**config.mk**
```make
export PLATFORM = sky130hd
export DESIGN_NAME = bfr_ctrl
export DESIGN_NICKNAME = d
export VERILOG_FILES = /design/src/design/bfr_pkg.sv /design/src/design/bfr_ctrl.sv
export VERILOG_INCLUDE_DIRS = /design/src /design/src/design
export SDC_FILE = /design/constraint.sdc
export NUM_CORES = 1
export LEC_CHECK = 0
export BUFFER_PORTS_ARGS = -buffer_cell sky130_fd_sc_hd__buf_4
export CORE_MARGIN = 8
export CORE_UTILIZATION = 55
export CTS_BUF_LIST = sky130_fd_sc_hd__clkbuf_8
export CTS_CLUSTER_DIAMETER = 60
export DETAILED_ROUTE_END_ITERATION = 16
export PLACE_DENSITY = 0.82
export REMOVE_ABC_BUFFERS = 1
export SYNTH_ARGS = -nofsm -noshare
export SYNTH_HDL_FRONTEND = slang
export SYNTH_SLANG_ARGS = --single-unit
```
**constraint.sdc**
```tcl
create_clock -name clk -period 3.7 [get_ports clk]
set_clock_uncertainty 0.15 [all_clocks]
set_input_delay 0 -clock clk [delete_from_list [all_inputs] [get_ports clk]]
set_output_delay 0 -clock clk [all_outputs]
set_load 0.05 [all_outputs]
```
**src/design/bilateral_filter_5x5_rgb_assert.svh**
```systemverilog
// assertion macros for the bilateral filter
`ifndef BILATERAL_FILTER_5X5_RGB_ASSERT_SVH
`define BILATERAL_FILTER_5X5_RGB_ASSERT_SVH

// same-cycle implication
`define BFR_ASSERT_IMP(label, clk, rst_n, ante, cons, msg) \
	label: assert property (@(posedge clk) disable iff (!rst_n) (ante) |-> (cons)) \
		else $error(msg);

// next-cycle implication
`define BFR_ASSERT_NXT(label, clk, rst_n, ante, cons, msg) \
	label: assert property (@(posedge clk) disable iff (!rst_n) (ante) |=> (cons)) \
		else $error(msg);

`endif

```
**src/design/bfr_pkg.sv**
```systemverilog
// shared types and constants of the bilateral filter
`timescale 1ns / 1ps

package bfr_pkg;

	localparam int MAX_WIDTH_DEF  = 2048;
	localparam int MAX_HEIGHT_DEF = 2048;
	localparam int RADIUS_DEF     = 2;

	localparam logic [11:0] FRAME_WIDTH_RST  = 12'd1920;
	localparam logic [11:0] FRAME_HEIGHT_RST = 12'd1080;
	localparam logic [31:0] DOMAIN_SCALE_RST = 32'd932068;
	localparam logic [31:0] RANGE_SCALE_RST  = 32'd3225;

	// configuration register indexes
	localparam logic [1:0] REG_FRAME_WIDTH  = 2'd0;
	localparam logic [1:0] REG_FRAME_HEIGHT = 2'd1;
	localparam logic [1:0] REG_DOMAIN_SCALE = 2'd2;
	localparam logic [1:0] REG_RANGE_SCALE  = 2'd3;

	// exponential approximation
	localparam int          EXP_SQUARINGS = 10;
	localparam int          EXP_ARG_W     = 51;
	localparam logic [16:0] WEIGHT_ONE    = 17'd65536;
	localparam logic [15:0] RECIP6        = 16'd43691;
	localparam logic [11:0] RECIP24       = 12'd2731;

	typedef struct packed {
		logic accept;
		logic begin_px;
		logic sel_center;
		logic rd_en;
		logic ld_ctr;
		logic ld_px;
		logic diff;
		logic mula;
		logic mulb;
		logic xsq;
		logic t3;
		logic t4;
		logic ycalc;
		logic sq_step;
		logic acc;
		logic div_init;
		logic div_step;
		logic ld_out;
	} cmd_t;

	typedef struct packed {
		logic fire;
		logic exp_short;
		logic sq_last;
		logic tap_last;
		logic div_last;
	} status_t;

endpackage

```
**src/design/bfr_ctrl.sv**
```systemverilog
// sequencer of the bilateral filter
`timescale 1ns / 1ps
`include "bilateral_filter_5x5_rgb_assert.svh"

module bfr_ctrl (
	input  logic             clk,
	input  logic             arst_n,
	input  logic             in_valid,
	output logic             in_stall,
	output logic             out_valid,
	input  logic             out_stall,
	output bfr_pkg::cmd_t    cmd,
	input  bfr_pkg::status_t status
);

	typedef enum logic [16:0] {
		S_IDLE  = 17'b00000000000000001,
		S_CRD   = 17'b00000000000000010,
		S_CLD   = 17'b00000000000000100,
		S_TRD   = 17'b00000000000001000,
		S_TLD   = 17'b00000000000010000,
		S_DIFF  = 17'b00000000000100000,
		S_MULA  = 17'b00000000001000000,
		S_MULB  = 17'b00000000010000000,
		S_XSQ   = 17'b00000000100000000,
		S_T3    = 17'b00000001000000000,
		S_T4    = 17'b00000010000000000,
		S_YCALC = 17'b00000100000000000,
		S_SQR   = 17'b00001000000000000,
		S_ACC   = 17'b00010000000000000,
		S_DINIT = 17'b00100000000000000,
		S_DIV   = 17'b01000000000000000,
		S_OUT   = 17'b10000000000000000
	} state_t;

	state_t state_q, state_d;
	logic   out_free_c;

	assign in_stall   = state_q != S_IDLE;
	assign out_free_c = !out_valid || !out_stall;

	always_comb begin
		state_d = state_q;
		cmd     = '0;
		unique case (state_q)
			S_IDLE: begin
				cmd.accept = in_valid;
				if (in_valid && status.fire) state_d = S_CRD;
			end
			S_CRD: begin
				cmd.begin_px   = 1'b1;
				cmd.sel_center = 1'b1;
				cmd.rd_en      = 1'b1;
				state_d        = S_CLD;
			end
			S_CLD: begin
				cmd.ld_ctr = 1'b1;
				state_d    = S_TRD;
			end
			S_TRD: begin
				cmd.rd_en = 1'b1;
				state_d   = S_TLD;
			end
			S_TLD: begin
				cmd.ld_px = 1'b1;
				state_d   = S_DIFF;
			end
			S_DIFF: begin
				cmd.diff = 1'b1;
				state_d  = S_MULA;
			end
			S_MULA: begin
				cmd.mula = 1'b1;
				state_d  = S_MULB;
			end
			S_MULB: begin
				cmd.mulb = 1'b1;
				state_d  = S_XSQ;
			end
			S_XSQ: begin
				cmd.xsq = 1'b1;
				state_d = status.exp_short ? S_ACC : S_T3;
			end
			S_T3: begin
				cmd.t3  = 1'b1;
				state_d = S_T4;
			end
			S_T4: begin
				cmd.t4  = 1'b1;
				state_d = S_YCALC;
			end
			S_YCALC: begin
				cmd.ycalc = 1'b1;
				state_d   = S_SQR;
			end
			S_SQR: begin
				cmd.sq_step = 1'b1;
				if (status.sq_last) state_d = S_ACC;
			end
			S_ACC: begin
				cmd.acc = 1'b1;
				state_d = status.tap_last ? S_DINIT : S_TRD;
			end
			S_DINIT: begin
				cmd.div_init = 1'b1;
				state_d      = S_DIV;
			end
			S_DIV: begin
				cmd.div_step = 1'b1;
				if (status.div_last) state_d = S_OUT;
			end
			S_OUT: begin
				// wait until the previous result has been taken
				if (out_free_c) begin
					cmd.ld_out = 1'b1;
					state_d    = S_IDLE;
				end
			end
			default: state_d = S_IDLE;
		endcase
	end

	always_ff @(posedge clk or negedge arst_n) begin
		if (!arst_n) begin
			state_q   <= S_IDLE;
			out_valid <= 1'b0;
		end else begin
			state_q <= state_d;
			if (cmd.ld_out) out_valid <= 1'b1;
			else if (!out_stall) out_valid <= 1'b0;
		end
	end

	`BFR_ASSERT_NXT(a_out_wait, clk, arst_n, state_q == S_OUT && out_valid && out_stall, state_q == S_OUT, "result overwritten while stalled")
	`BFR_ASSERT_NXT(a_sq_done, clk, arst_n, state_q == S_SQR && status.sq_last, state_q == S_ACC, "squaring count overrun")
	`BFR_ASSERT_NXT(a_no_fire, clk, arst_n, state_q == S_IDLE && in_valid && !status.fire, state_q == S_IDLE, "work started for an item without a result")

endmodule

```
## Yosys cells after proc, flatten, opt, wreduce, memory -nomap -nowiden

Index checks and enable logic that the tools add are counted.

- Output and inout port bits: 20
- Register bits: 18
- Logic and storage cells: 58
- Input bits: 9

- Equality and inequality tests: 23
- Reductions and logical operators: 6
- Multiplexer cells: 27

Operators by type and width:

| kind | number |
|---|---|
| case mux 17 bit (17 select lines) | 1 |
| 2-to-1 mux 17 bit | 4 |
| 2-to-1 mux 1 bit | 19 |
| == test 17 x 1 -> 1 bit, second input constant | 1 |
| == test 17 x 10 -> 1 bit, second input constant | 1 |
| == test 17 x 11 -> 1 bit, second input constant | 1 |
| == test 17 x 12 -> 1 bit, second input constant | 1 |
| == test 17 x 13 -> 1 bit, second input constant | 1 |
| == test 17 x 14 -> 1 bit, second input constant | 1 |
| == test 17 x 15 -> 1 bit, second input constant | 1 |
| == test 17 x 16 -> 1 bit, second input constant | 1 |
| == test 17 bit, second input constant | 1 |
| == test 17 x 2 -> 1 bit, second input constant | 1 |
| == test 17 x 3 -> 1 bit, second input constant | 1 |
| == test 17 x 4 -> 1 bit, second input constant | 1 |
| == test 17 x 5 -> 1 bit, second input constant | 1 |
| == test 17 x 6 -> 1 bit, second input constant | 1 |
| == test 17 x 7 -> 1 bit, second input constant | 1 |
| == test 17 x 8 -> 1 bit, second input constant | 1 |
| == test 17 x 9 -> 1 bit, second input constant | 1 |
| != test 17 x 1 -> 1 bit, second input constant | 1 |
| 2-to-1 mux 15 bit | 1 |
| 2-to-1 mux 14 bit | 1 |
| != test 2 bit, second input constant | 4 |
| other kinds (7) | 8 |

## Longest topological paths before layout

- Word-level depth: 5
- Gate-level depth with buffers: 7
- Depth with buffers taken out: 6

## Worst setup path after synthesis

Ideal clock, no wire load.

- Path kind: register -> output
- Start: reg state_q[9]
- End: out cmd[12] in the netlist's numbering
- Slack: 0.487 ns
- Stages on the path, launching flop included: 6
- Arrival: 3.063 ns
- Data required time: 3.550 ns
- Path through: dfrtp_1 -> nor4_4 -> nand2_1 -> nor3_1 -> nand2b_1 -> nor4b_1

RTL lines:

| what | RTL line | text |
|---|---|---|
| start, declared | bfr_ctrl.sv:36 | `state_t state_q, state_d;` |
| start signal, assigned | bfr_ctrl.sv:128 | `state_q <= state_d;` |
| end, declared | bfr_ctrl.sv:12 | `output bfr_pkg::cmd_t cmd,` |

==> reports/metrics.csv <==
metric;value;unit
Final period util;72.54;%
CP Data Arrival Time;2.53;ns
final hold vios;10;
aggregate global routing overflow;0;
routed vias/inst;6.061;
Starting Density;55.94;%
first-pass GRT wire length;4974;µm
max_slew headroom;65.97;%
layout cells sized above 1;32.89;%
diodes inserted;0;
CTS Buf Count;3;
commonest non-fill, non-tap cell in the layout;buf_4;
Int Pwr;467.4;µW
1st-pass router iterations;4;
TritonCTS clock tree;yes;
die area;3908;µm²
CP startpoint kind;register;
Yosys cell types;45;
failing checks;negative hold slack;
commonest non-fill, non-tap cells in the layout;buf_4 (28), dfrtp_1 (17), nor2_1 (13);
fmax;372.6;MHz
Critical Setup Path Class;register to primary output;
Sw Ratio;45.17;%
fill count;164;
I/O pin cnt;29;
Max-cap violations;0;
final hold slack;-0.001376;ns
final wirelength;2968;µm
Hold Path Class;primary input to async pin;
Rows;17;
largest cells by area after synthesis;dfrtp_1 (36%), nor3b_1 (6.9%), nor2_1 (4.1%);
Die Y;62.51;µm
GPL Wtd Cong;0.8478;
# port buffers;28;
ANT nets after route;0;
synthesis-to-layout area growth;24.50;%
synthesized cell area;1190;µm²
# clock sinks;18;
Seq cells post-synth;18;
Yosys top cell area share;35.75;%
max-slew violation count;0;
Avg Cell Area, Syn;9.999;µm²
Root Buffer;clkbuf_8;
Period minus WS final;2.684;ns
total power;852.4;µW
Setup Viol. Count Final;0;
vias in the first global route;1102;
Total GRT Usage;15.30;%
CORE AREA;2127;µm²
DRC Markers;0;
status;finished with violations;
Syn Inst Count;119;
clock share of power;19.1;%
number of DRC markers in iteration 0;36;
clk slew on worst S/H paths;0.07;ns
top cell type by total area after synthesis;dfrtp_1;
Required @ worst endpoint;3.55;ns
clk buf depth;2;
actual slew at the worst max-slew pin;0.5057;ns
RSZ-0062 raised after global routing;no;
sequential share of power;29.4;%
Leak;0.0006711;µW
yosys warns;0;
Die W;62.51;µm
setup TNS;0;ns
Pwr Density;575.4;nW/µm²
Critical Path Sink Type;primary output;
Worst Path Max Fanout;8;
Final nets;162;
htree depth;1;
Worst R2R Setup Slack;1.28;ns
Seq/Total Area, Yosys;37.96;%
Logic pwr share;51.6;%
routed vias;1091;
# Post-CTS Setup Buffers;0;
DR WL/cell;16.49;µm
HPWL Detailed;2136;µm
worst-skew pair later-pin latency;0.26;ns
worst vdd ir;0.4377;mV
pin count of the biggest net entering global routing;19;
initial antenna violation count;0;
Switching Power;385.0;µW
[cell usage after synthesis, drive strengths merged]
library cell   n
nand2b         3
o21bai         1
or3b           1
nor2b          1
a22o           1
and4           1
nor4           4
xnor2          4
nor2          13
a31oi          1
nand4          3
a31o           1
nor3b         14
nand4b         1
dfrtp         17
inv            3
o32ai          2
a221oi         1
nand2          8
nand3b         1
clkbuf         1
a21oi          6
nand3          2
and2           3
or4            2
o22ai          1
o21ai          4
nor4b          4
dfstp          1
nor3           5
or3            2
and3           3
buf            4
[logic make-up (layout without fill, tap and decap cells)]
family / count (synthesis) / after routing / share of synthesized area [%]
xor gates and xnor gates: 4 / 4 / 2.944
DFF: 18 / 18 / 37.96
buffers and inverters: 8 / 41 / 6.729
AOI/OAI and AO/OA: 18 / 18 / 10.73
and+or+nand+nor: 71 / 71 / 41.64
[state kept, by name, indices dropped and copies added, names as in the netlist]
name,cells
out_valid,1
state_q,17
[worst paths after layout]
check,startpoint,end,cells after the start
min in group clk,status[4],state_q[0],4
max in group asynchronous,arst_n,state_q[0],2
setup reg to reg,state_q[12],state_q[12],5
hold reg to reg,state_q[7],state_q[7],1
setup / recovery,state_q[12],cmd[5],5
hold / removal,arst_n,state_q[11],2
[cell type report]
class,count,area (µm²),share of cell area (%)
multi-input cells,93,658.1,44.43
well taps,28,35.03,2.365
clock buffers,4,55.05,3.716
inverters,3,11.26,0.7601
flip-flops and latches,18,451.7,30.49
repair buffers,34,270.3,18.24
[layer usage]
layer / vias up / GRT usage (%) / wire [µm]
met3: 13 / 4.839 / 192
met1: 527 / 16.28 / 1144
met4: 0 / 8.547 / 111
met2: 46 / 26.13 / 1519
li1: 505 / - / -
met5: - / 0 / 0
[through the flow]
stage	cell area [µm²]	instances	worst slack, ns	util, %
2_1_floorplan	1121	114	0.4871	-
3_3_place_gp	1366	170	1.405	64.24
3_5_place_dp	1366	170	1.346	64.24
4_1_cts	1481	180	1.056	69.65
5_1_grt	1481	180	0.8967	69.65
6_report	1481	180	1.016	69.65
[critical path, stage by stage, from the launching register on]
cell and delay (ns):
dfrtp_1 0.45, or4_4 0.58, nor3b_4 0.43, nand4_1 0.26, nor3b_2 0.30, buf_4 0.25
[power groups by stage]
stage	logic [µW]	clock network [µW]	registers (µW)
floorplan	327	0	243
global placement	417	0	250
detailed placement	429	0	252
CTS	438	162	249
global route	470	168	252
finish	440	162	250
[what timing repair did]
item / in CTS / in global routing
hold buffers: 6 / 0
endpoints found under the setup margin: 0 / 0
resized for setup: 0 / 0
hold endpoints to repair: 26 / 0
Note: power is estimated with default switching activity, not from simulation.
